File: src/sv/pbcm_pkg.sv
// shared constants, types and register codes for the perspective banner coordinate map
`timescale 1ns / 1ps
`default_nettype none

package pbcm_pkg;

   localparam int BANNER_WIDTH  = 1024;
   localparam int BANNER_HEIGHT = 1024;

   localparam int NUM_COEFS  = 8;
   localparam int COEF_IDX_W = $clog2(NUM_COEFS);
   localparam int CSR_IDX_W  = COEF_IDX_W + 1;
   localparam int COEF_W     = 48;
   localparam int IN_W       = 13;
   localparam int OUT_W      = 10;

   localparam int MAX_SIZE = (BANNER_WIDTH > BANNER_HEIGHT) ? BANNER_WIDTH : BANNER_HEIGHT;
   localparam int SIZE_W   = $clog2(MAX_SIZE + 1);
   localparam int QUO_W    = $clog2(MAX_SIZE);
   localparam int PROD_W   = COEF_W + IN_W;
   localparam int SUM_W    = PROD_W + 1;
   localparam int NUM_W    = SUM_W + SIZE_W + 1;

   localparam logic [COEF_IDX_W-1:0] COEF_XX = COEF_IDX_W'(0);
   localparam logic [COEF_IDX_W-1:0] COEF_XY = COEF_IDX_W'(1);
   localparam logic [COEF_IDX_W-1:0] COEF_XT = COEF_IDX_W'(2);
   localparam logic [COEF_IDX_W-1:0] COEF_YX = COEF_IDX_W'(3);
   localparam logic [COEF_IDX_W-1:0] COEF_YY = COEF_IDX_W'(4);
   localparam logic [COEF_IDX_W-1:0] COEF_YT = COEF_IDX_W'(5);
   localparam logic [COEF_IDX_W-1:0] COEF_WX = COEF_IDX_W'(6);
   localparam logic [COEF_IDX_W-1:0] COEF_WY = COEF_IDX_W'(7);

   // 1.0 in q16.32, and the denominator constant 1.0 scaled by two
   localparam logic [COEF_W-1:0]        COEF_ONE = COEF_W'(64'h1_0000_0000);
   localparam logic signed [SUM_W-1:0]  DEN_ONE  = SUM_W'(64'h2_0000_0000);

   localparam logic [NUM_W-1:0] WIDTH_NUM  = NUM_W'(BANNER_WIDTH);
   localparam logic [NUM_W-1:0] HEIGHT_NUM = NUM_W'(BANNER_HEIGHT);

   typedef logic [COEF_W-1:0] coef_type;
   typedef coef_type [NUM_COEFS-1:0] coef_bank_type;

   // identity mapping, highest index first
   localparam coef_bank_type COEF_RESET = {{3{COEF_W'(0)}}, COEF_ONE,
                                           {3{COEF_W'(0)}}, COEF_ONE};

   typedef struct packed {
      logic [NUM_W-1:0] rem_x;
      logic [NUM_W-1:0] rem_y;
      logic [NUM_W-1:0] dsh;
      logic [QUO_W-1:0] quo_x;
      logic [QUO_W-1:0] quo_y;
      logic             in_banner;
   } div_type;

endpackage

`default_nettype wire

File: src/sv/pbcm_div_cell.sv
// one restoring division cell: one quotient bit per axis
`timescale 1ns / 1ps
`default_nettype none

module pbcm_div_cell import pbcm_pkg::*; (
   input  wire logic    clock,
   input  wire logic    reset,
   input  wire logic    up_valid,
   input  wire div_type up_data,
   output logic         up_ready,
   input  wire logic    dn_ready,
   output logic         dn_valid,
   output div_type      dn_data
);

   logic    valid_ff, valid_in;
   div_type data_ff, data_in;
   logic    bit_x, bit_y;

   assign up_ready = !valid_ff || dn_ready;
   assign dn_valid = valid_ff;
   assign dn_data  = data_ff;

   always_comb begin
      bit_x = (up_data.rem_x >= up_data.dsh);
      bit_y = (up_data.rem_y >= up_data.dsh);
      data_in.rem_x     = bit_x ? up_data.rem_x - up_data.dsh : up_data.rem_x;
      data_in.rem_y     = bit_y ? up_data.rem_y - up_data.dsh : up_data.rem_y;
      data_in.dsh       = up_data.dsh >> 1;
      data_in.quo_x     = QUO_W'({up_data.quo_x, bit_x});
      data_in.quo_y     = QUO_W'({up_data.quo_y, bit_y});
      data_in.in_banner = up_data.in_banner;
      valid_in          = up_ready ? up_valid : valid_ff;
   end

   always_ff @(posedge clock) begin
      if (reset) begin
         valid_ff <= 1'b0;
      end else begin
         valid_ff <= valid_in;
      end
   end

   always_ff @(posedge clock) begin
      if (up_ready) begin
         data_ff <= data_in;
      end
   end

endmodule

`default_nettype wire
File: config.mk
export PLATFORM = sky130hd
export DESIGN_NAME = pbcm_div_cell
export DESIGN_NICKNAME = d
export VERILOG_FILES = /design/src/sv/pbcm_pkg.sv /design/src/sv/pbcm_div_cell.sv
export SDC_FILE = /design/constraint.sdc
export NUM_CORES = 1
export LEC_CHECK = 0
export ABC_AREA = 1
export BUFFER_PORTS_ARGS = -buffer_cell sky130_fd_sc_hd__buf_2
export CORE_ASPECT_RATIO = 1.25
export CORE_MARGIN = 2
export CORE_UTILIZATION = 41
export CTS_CLUSTER_DIAMETER = 100
export DETAILED_ROUTE_END_ITERATION = 7
export PLACE_DENSITY = 0.65
export SLEW_MARGIN = 30
export SYNTH_ARGS = -nofsm -noshare
export SYNTH_HDL_FRONTEND = slang
export SYNTH_SLANG_ARGS = --single-unit
File: constraint.sdc
create_clock -name clock -period 8.65 [get_ports clock]
set_input_delay 0.865 -clock clock [delete_from_list [all_inputs] [get_ports clock]]
set_output_delay 0.865 -clock clock [all_outputs]
set_load 0.03 [all_outputs]
==> results of run 1 <==
==> layout make-up <==
| class | count | share of cell area (%) |
|---|---|---|
| sequential | 243 | 26.7 |
| antenna | 9 | 0.0825 |
| inverter | 718 | 9.87 |
| clock inverter | 22 | 0.939 |
| multi-input combinational | 2621 | 47.4 |
| tap | 742 | 3.40 |
| timing repair buffer | 495 | 9.25 |
| clock buffer | 26 | 2.38 |
==> cells in the final DEF, fill, tap and decap left out, types with 25 or more instances in the layout <==
cell type and instances:
nand2_1 1406, nor3_1 27, nand4_1 25, nand3_1 290, nand3b_1 34, inv_2 39, o21ai_0 63, edfxtp_1 242
xor2_1 77, nor2_1 284, a21oi_1 139, buf_2 488, clkbuf_16 26, inv_1 673, ha_1 148
==> state kept, by name, summed over array words and instances (netlist names) <==
register,count
dn_data,242
dn_valid,1
==> logic make-up (layout without fill, tap and decap cells) <==
group	after synthesis	after routing	synth area share, %
flip-flops	243	243	31.4
AND/OR/NAND/NOR	2160	2160	39.1
buffers and inverters	763	1261	13.0
other	1	10	0.0162
adder cells (fa/ha/maj)	150	150	8.15
XOR/XNOR	79	79	2.98
AO/OA/AOI/OAI	231	231	5.32
==> layer usage <==
layer | track usage (%) | vias to the layer above
met2 | 57.2 | 884
met4 | 17.8 | 6
met5 | 0 | -
li1 | - | 12300
met1 | 38.0 | 11200
met3 | 3.55 | 220
==> where the power goes <==
part	internal, mW	switching [mW]	total [mW]
Sequential	1.50	0.0468	1.54
Clock	0.678	0.511	1.19
Combinational	0.511	1.34	1.85
==> worst max-delay path, stage by stage <==
cell and delay, ns:
buf_2 0.09, inv_1 0.12, ha_1 0.48, nand2_1 0.21, nor2_1 0.22, nand2_1 0.13
inv_2 0.07, nand2_1 0.08, nor2_1 0.17, nand3_1 0.14, nand4_4 0.28, buf_4 0.69
nand3_1 0.37, nand2_1 0.22
==> how the worst max path moves through the flow <==
stage | start | endpoint | slack, ns | cells after the start
after global routing | up_data[76] | dn_data[153] | 4.73 | 14
after global placement | up_data[75] | dn_data[153] | 4.32 | 14
after detailed placement | up_data[75] | dn_data[153] | 4.29 | 14
final | up_data[75] | dn_data[153] | 4.90 | 14
after CTS | up_data[75] | dn_data[153] | 4.93 | 14
after floorplan | dn_ready | up_ready | 1.60 | 2
==> stage by stage <==
step / hold slack (ns) / cells / setup slack (ns) / utilization [%]
3_3_place_gp: 1.02 / 4818 / 4.32 / 47.0
5_1_grt: 0.414 / 4873 / 4.73 / 48.7
3_5_place_dp: 1.02 / 4818 / 4.29 / 47.0
4_1_cts: 0.394 / 4866 / 4.93 / 48.6
2_1_floorplan: 0.934 / 3627 / 1.60 / -
6_report: 0.427 / 4876 / 4.90 / 48.7
==> summary.txt, run 1 <==
Yosys
  – Sequential area share after synthesis: 31.4%
  – Post-synthesis cell type with the largest combined area: edfxtp_1
  – Mapped cell area: roughly 23000 sq um
  – Number of synthesized register bits: 243
  – Post-Syn Instances: 3627
  – EDFF count, synth: 242
  – Area contributors post-synth: edfxtp_1, nand2_1, inv_1, ha_1, nand3_1
  – Cell variety after synth: 38
  – Synthesized Nets: between 4000 and 5000
  – Most common cell in the synthesized netlist: nand2_1
  – Synth top area share: 31.3%
  – Mean Syn Cell Area: about 6.4 sq um
  – Asr flop ratio synth: 0%
  – Primary FF master, synth: edfxtp_1
  – YS warnings: 0
  – Most common library cells after synthesis: nand2_1, inv_1, nand3_1

Min path
  – WHS Path Cells: 2
  – Worst Hold Path EP: dn_valid
  – Hold Startpoint: reset
  – Hold Path Class: in -> reg

Clock tree
  – Clk sinks: around 240
  – CTS tree: built
  – Max clock buf depth: 3
  – CTS clk-pin slew, worst paths: approximately 0.06 ns
  – # Post-CTS Setup Buffers: 0
  – Clk_lat worst skew: 0.58 ns
  – CTS Hold Bufs: 0
  – Post-CTS sizing: 0
  – H-tree depth: 1
  – Clock Tree Root: clkbuf_16
  – TritonCTS Buffers: 26

Global routing
  – First-pass GRT wire length: 142000 um
  – Initial antenna violation count: 13
  – Vias in the first global route: 23700
  – Largest net degree at the start of global routing: 144
  – GRT Total Usage: 32.3%
  – Global route overflow: 0

STA
  – Slew Limit Fails: 0
  – Worst-Margin Slew: 0.988 ns
  – Sum Neg Setup Slack: 0 ns
  – Slew HR: 34.1%
  – Tmin final: 3.75 ns
  – Clock skew: around 0.018 ns
  – Setup violations, final: 0
  – Final period utilization: 43.4%
  – RSZ-0062 raised after global routing: no
  – Final Hold Viols: 0
  – Fmax: 267 MHz

Critical path
  – Setup Crit Path Kind: in -> reg
  – R2R Path End: dn_data[194]
  – Critical path required time: between 9 and 10 ns
  – Worst Setup Start Kind: input pin
  – Worst Setup End Kind: flop
  – R2R depth: 2
  – Reg-to-Reg Start: dn_valid
  – FF-to-FF setup slack: 6.59 ns
  – Arrival time at the worst endpoint: 4.18 ns
  – Crit-path max FO: 57

Cells and area
  – Area occupied by multi-input gates: 12900 sq um
  – Reg area: 7290 sq um
  – Synthesis-to-layout area growth: 17.6%
  – Final #Nets: 4502
  – Post-route cell area: 27300 sq um
  – Fillers: 6183
  – Layout cells sized above 1: around 16%

Drt
  – Met3 routed WL: 5670 um
  – Routed WL per cell: around 20 um
  – Final ANT Viol Nets: 0
  – Via density: slightly above 5
  – Iter 0 DRT Violations: ~2000
  – Post-route met1 wirelength: 38100 um
  – Router iterations before antenna repair: 6
  – Total Wirelength: a little under 100000 um
  – Met2 Routed Length: about 48000 um
  – # DRC: 0
  – Vias: 24600
  – Uppermost layer routed: met5

Placement
  – Placed inst area: about 26000 sq um
  – DP HPWL: 83600 um
  – GP Congestion: 1.04
  – PortBufs: 488

Floorplanning
  – I/O Pins: between 400 and 500
  – Die Area: 58600 sq um
  – Die X: about 220 um
  – Die H: between 200 and 300 um
  – Initial Util: 41.4%
  – Core area: about 56000 sq um
  – Rows: 97

Status
  – Outcome: completed

Power and ir drop
  – Total chip power: between 4 and 5 mW
  – P per Cell Area: 168 nW/um^2
  – Lkg Pwr: about 15 nW
  – Maximum VDD drop: 0.000174 V

Job
  – Max Cap Viol: 0
Note: power is estimated with default switching activity, not from simulation.
==> inputs of run 2 (changes only) <==
clock period = 3.6 ns   (was 8.65 ns; I/O delays follow)
==> run 2 against run 1 <==
Effect of this change: combinational power grew 150%; flip-flop and latch count is the same; power grew 140%; via count grew 1.9%; global-route usage grew 0.46 points; sequential power grew 140%; utilization grew 2.2 points; final cell count grew 2.6%; die area is the same; critical endpoint is now dn_data[137]; highest routed layer unchanged.
==> summary.txt, run 2 (synthesis gave the netlist of run 1 again) <==
Status
  – Outcome: completed

Global routing
  – Initial antenna violation count: 9
  – First-pass GRT wire length: between 100000 and 150000 um
  – Global route overflow: 0
  – Vias in the first global route: approximately 24000
  – Largest net degree at the start of global routing: 101
  – GRT Total Usage: between 30% and 40%

Floorplanning
  – I/O Pins: around 490
  – Core area: 56100 sq um
  – Die H: between 200 and 300 um
  – Initial Util: 41.4%
  – Die X: between 200 and 250 um
  – Die Area: 58600 sq um
  – Rows: 97

STA
  – Sum Neg Setup Slack: 0 ns
  – Final Hold Viols: 0
  – Fmax: 316 MHz
  – Worst-Margin Slew: 0.863 ns
  – Tmin final: 3.17 ns
  – Slew HR: approximately 42%
  – Slew Limit Fails: 0
  – Setup violations, final: 0
  – Clock skew: a little under 0.008 ns
  – Final period utilization: 88.0%
  – RSZ-0062 raised after global routing: no

Clock tree
  – Max clock buf depth: 3
  – Clock Tree Root: clkbuf_16
  – H-tree depth: 1
  – TritonCTS Buffers: 27
  – # Post-CTS Setup Buffers: 0
  – CTS clk-pin slew, worst paths: 0.06 ns
  – CTS tree: built
  – Clk sinks: 243
  – Clk_lat worst skew: just under 0.6 ns

Cells and area
  – Most frequent cells in the layout: nand2_1, inv_1, buf_2
  – Final #Nets: 4633
  – Layout cells sized above 1: between 10% and 20%
  – Post-route cell area: approximately 29000 sq um
  – Most common cell after layout, fill and taps aside: nand2_1
  – Synthesis-to-layout area growth: 23.0%
  – Max FFs per register: 242

Drt
  – Total Wirelength: 98700 um
  – Via density: 5.01
  – Final ANT Viol Nets: 0
  – Vias: 25100
  – Iter 0 DRT Violations: 1722
  – # DRC: 0
  – Routed WL per cell: 19.7 um
  – Router iterations before antenna repair: 7

Critical path
  – Critical path required time: roughly 3.9 ns
  – Critical path's slowest cell: dlygate4sd3_1
  – Setup Crit Path Kind: in -> reg
  – Crit-path max FO: 35
  – Most frequent CP cell: nand2_1
  – Largest delay share family, worst path: buffers and inverters
  – Critical path cell sequence: dlygate4sd3_1 -> buf_2 -> inv_1 -> ha_1 -> nand2_1 -> inv_1 -> a21oi_1 -> nand2_1 -> nand2_1 -> nand2_1 -> a21oi_1 -> nand4_4 -> buf_4 -> nand3_1 -> nand2_1
  – Worst Setup End Kind: flop
  – Arrival time at the worst endpoint: 3.49 ns
  – Worst Setup Start Kind: input pin
  – Slowest stage delay, CP: 0.54 ns
  – CP bufs+invs: 5

Job
  – Max Cap Viol: 0

Power and ir drop
  – Lkg Pwr: roughly 16 nW
  – P per Cell Area: 389 nW/um^2
  – Maximum VDD drop: between 0.0003 and 0.0004 V

Min path
  – Hold Path Class: in -> reg

Placement
  – PortBufs: 488
  – DP HPWL: 84500 um
  – GP Congestion: 1.05
  – Placed inst area: 26700 sq um
==> run 2: cell types whose count changed in the layout (fill, tap and decap cells not counted), sizes merged <==
| cell | before | now |
|---|---|---|
| dlygate4sd3 | 0 | 89 |
| buf | 495 | 536 |
| clkbuf | 26 | 34 |
| clkinv | 17 | 13 |
| clkinvlp | 5 | 1 |
| diode | 9 | 7 |
| bufinv | 4 | 3 |
| inv | 714 | 715 |
==> run 2: layout make-up <==
cell class / count / area [sq um]
clock buffer: 34 / 722
tap: 742 / 928
sequential: 243 / 7290
fill: 5901 / 27500
multi-input combinational: 2621 / 13000
antenna: 7 / 17.5
inverter: 718 / 2700
timing repair buffer: 625 / 3800
clock inverter: 14 / 159
==> run 2: what timing repair did <==
| action | 4_1_cts | 5_1_grt |
|---|---|---|
| endpoints found under the setup margin | 0 | 0 |
| hold buffers | 89 | 0 |
| gates resized for setup | 0 | 0 |
| endpoints found under the hold margin | 88 | 0 |
==> run 2: final timing paths <==
| path | to | cells past startpoint | slack [ns] | start |
|---|---|---|---|---|
| worst max-delay path | dn_data[137] | 15 | 0.43 | up_data[70] |
| worst min-delay path | dn_data[62] | 1 | 0.04 | up_data[63] |
| worst max register to register | dn_data[95] | 2 | 1.78 | dn_valid |
| worst min register to register | dn_data[4] | 1 | 1.23 | dn_valid |
==> run 2: power breakdown <==
part | leakage (nW) | switching (mW) | internal [mW]
Clock | 0.437 | 1.19 | 1.63
Sequential | 2.54 | 0.129 | 3.60
Combinational | 12.8 | 3.22 | 1.35
Total | 15.8 | 4.53 | 6.58
==> run 2: metrics by stage <==
stage	std cells	util (%)	power (mW)	setup slack (ns)	hold WS [ns]
after global routing	5003	50.9	11.7	0.303	0.00841
after global placement	4859	47.7	8.20	0.270	0.517
after detailed placement	4859	47.7	8.21	0.248	0.518
final	5004	50.9	11.1	0.431	0.0393
after CTS	4996	50.9	11.1	0.294	0.0107
after floorplan	3627	-	6.67	1.00	0.429
==> run 2: per-layer routing <==
| metal | GRT usage (%) | wire, um | up-vias |
|---|---|---|---|
| li1 | - | - | 12500 |
| met1 | 37.6 | 37900 | 11300 |
| met2 | 56.5 | 47100 | 935 |
| met3 | 4.23 | 5970 | 286 |
| met4 | 22.7 | 7680 | 2 |
| met5 | 0 | 19 | - |
==> run 2: worst reg2reg max path: cells and delay by family, from the launching register on <==
family | cells | cell delay [ns]
buffers and inverters | 1 | 0.42
DFF | 1 | 0.36
and+or+nand+nor | 1 | 0.59
==> inputs of run 3 (changes only) <==
CORE_UTILIZATION = 50   (was 41)
PLACE_DENSITY = 0.76   (was 0.65)
RECOVER_POWER = 100   (was default)
==> run 3 against run 2 <==
Effect of this change: final cell count down 3.7%; flip-flop and latch count unchanged; routed wire length down 2.7%; power down 3.8%; highest routed layer unchanged; hold slack better by 0.0030 ns; sequential share of layout area up 0.97 points; non-clock buffer count down 20; the flow now finishes with violations (capacitance limit, slew limit); largest power group unchanged.
==> summary.txt, run 3 (synthesis gave the netlist of run 1 again) <==
STA
  – Sum Neg Setup Slack: 0 ns
  – Worst-Margin Slew: about 2.2 ns
  – RSZ-0062 raised after global routing: no
  – Slew HR: -43.5%
  – Setup violations, final: 0
  – Final period utilization: 92.2%
  – Clock skew: 0.0115 ns
  – Slew Limit Fails: 171
  – Fmax: 301 MHz
  – Tmin final: 3.32 ns
  – Final Hold Viols: 0

Power and ir drop
  – Reg power frac: 35.0%
  – Clk pwr share: a little under a quarter
  – Maximum VDD drop: 0.000393 V
  – Net switching power: approximately 4.4 mW
  – Int Pwr: between 6 and 7 mW
  – P per Cell Area: just under 400 nW/um^2
  – Comb pwr share: between 40% and 50%
  – Lkg Pwr: about 15 nW
  – Sw Ratio: 41.3%

Critical path
  – Worst Setup End Kind: flop
  – Worst Setup Start Kind: input pin
  – Setup Crit Path Kind: in -> reg
  – CP Launch Point: up_data[61]
  – Crit-path max FO: 33
  – Critical path required time: approximately 4 ns
  – Arrival time at the worst endpoint: 3.74 ns
  – R2R depth: 2
  – Setup crit end: dn_data[194]
  – FF-to-FF setup slack: about 0.84 ns
  – R2R Path End: dn_data[93]
  – Reg-to-Reg Start: dn_valid

Global routing
  – Vias in the first global route: 24000
  – GRT Total Usage: 38.6%
  – First-pass GRT wire length: 138000 um
  – Global route overflow: 0
  – Largest net degree at the start of global routing: 70
  – Initial antenna violation count: 6

Floorplanning
  – I/O Pins: 492
  – Die Area: just under 50000 sq um
  – Rows: 88
  – Die H: 245 um
  – Core area: 46000 sq um
  – Initial Util: roughly half
  – Die X: 197 um

Placement
  – Placed inst area: 26500 sq um
  – DP HPWL: 81200 um
  – GP Congestion: roughly 1.0
  – PortBufs: approximately 490

Job
  – Max Cap Viol: 3

Clock tree
  – H-tree depth: 1
  – CTS tree: built
  – TritonCTS Buffers: 24
  – CTS Hold Bufs: 83
  – Clock Tree Root: clkbuf_16
  – Post-CTS sizing: 0
  – Clk_lat worst skew: 0.56 ns
  – # Post-CTS Setup Buffers: 0
  – CTS clk-pin slew, worst paths: 0.06 ns
  – Clk sinks: 243
  – Max clock buf depth: 3

Cells and area
  – Final #Nets: between 4000 and 5000
  – Synthesis-to-layout area growth: 18.5%
  – Fillers: 4818
  – Most common cell after layout, fill and taps aside: nand2_1
  – Layout cells sized above 1: under 10%
  – Reg area: 7290 sq um
  – Max FFs per register: 242
  – Most frequent cells in the layout: nand2_1, inv_1, clkbuf_1
  – Area occupied by multi-input gates: between 10000 and 15000 sq um
  – Post-route cell area: 27500 sq um

Drt
  – Vias: between 20000 and 30000
  – Iter 0 DRT Violations: 2031
  – # DRC: 0
  – Router iterations before antenna repair: 5
  – Final ANT Viol Nets: 0
  – Via density: approximately 5.3
  – Total Wirelength: about 96000 um
  – Routed WL per cell: 19.9 um

Status
  – Outcome: finished with violations
  – Failing checks: capacitance limit, slew limit

Min path
  – Hold Startpoint: up_valid
  – Hold Path Class: in -> reg
-- run 3: through the flow --
stage	cells	util (%)	total power, mW	setup WS [ns]	hold WS (ns)
after floorplan	3627	-	6.67	1.00	0.429
after global placement	4689	57.5	8.14	0.450	0.516
after detailed placement	4689	57.5	8.16	0.427	0.523
after CTS	4813	61.0	10.8	0.450	0.00237
after global routing	4815	59.8	11.2	0.140	0.0354
final	4817	59.8	10.7	0.280	0.0424
-- run 3: layer usage --
metal,wire [um],part of all wire [%],track usage [%]
met1,35800,37,44.7
met5,28,0.029,0
met4,7370,7.7,25.5
met3,7180,7.5,5.28
met2,45600,48,66.6
-- run 3: cell type report --
class | count | area share [%]
timing repair buffer | 605 | 11.6
clock inverter | 11 | 0.464
sequential | 243 | 26.5
multi-input combinational | 2621 | 46.6
tap | 585 | 2.66
inverter | 718 | 9.79
antenna | 4 | 0.0364
clock buffer | 30 | 2.34
-- run 3: worst min path at each step --
stage | end | slack (ns) | cells past startpoint
final | dn_valid | 0.04 | 3
after global routing | dn_valid | 0.04 | 3
after CTS | dn_data[48] | 0.002 | 1
after detailed placement | dn_valid | 0.52 | 2
after global placement | dn_valid | 0.52 | 2
after floorplan | dn_valid | 0.43 | 1
-- run 3: critical path, stage by stage --
cell and delay, ns:
dlygate4sd3_1 0.54, buf_2 0.13, inv_1 0.27, ha_1 0.34, nand2_1 0.18, inv_1 0.06, a21oi_1 0.29, nand2_1 0.16
a21oi_1 0.29, nor2_1 0.09, nor2_2 0.11, nand2_1 0.08, nand2_1 0.13, buf_4 0.36, nand3_1 0.20, nand2_1 0.14
-- run 3: power by group through the flow --
stage                     Clock [mW]  Sequential [mW]  Combinational (mW)
after global routing            2.67             3.77                4.72
after CTS                       2.57             3.72                4.48
after detailed placement           0             3.77                4.39
after floorplan                    0             4.58                2.08
final                           2.54             3.74                4.40
after global placement             0             3.77                4.37
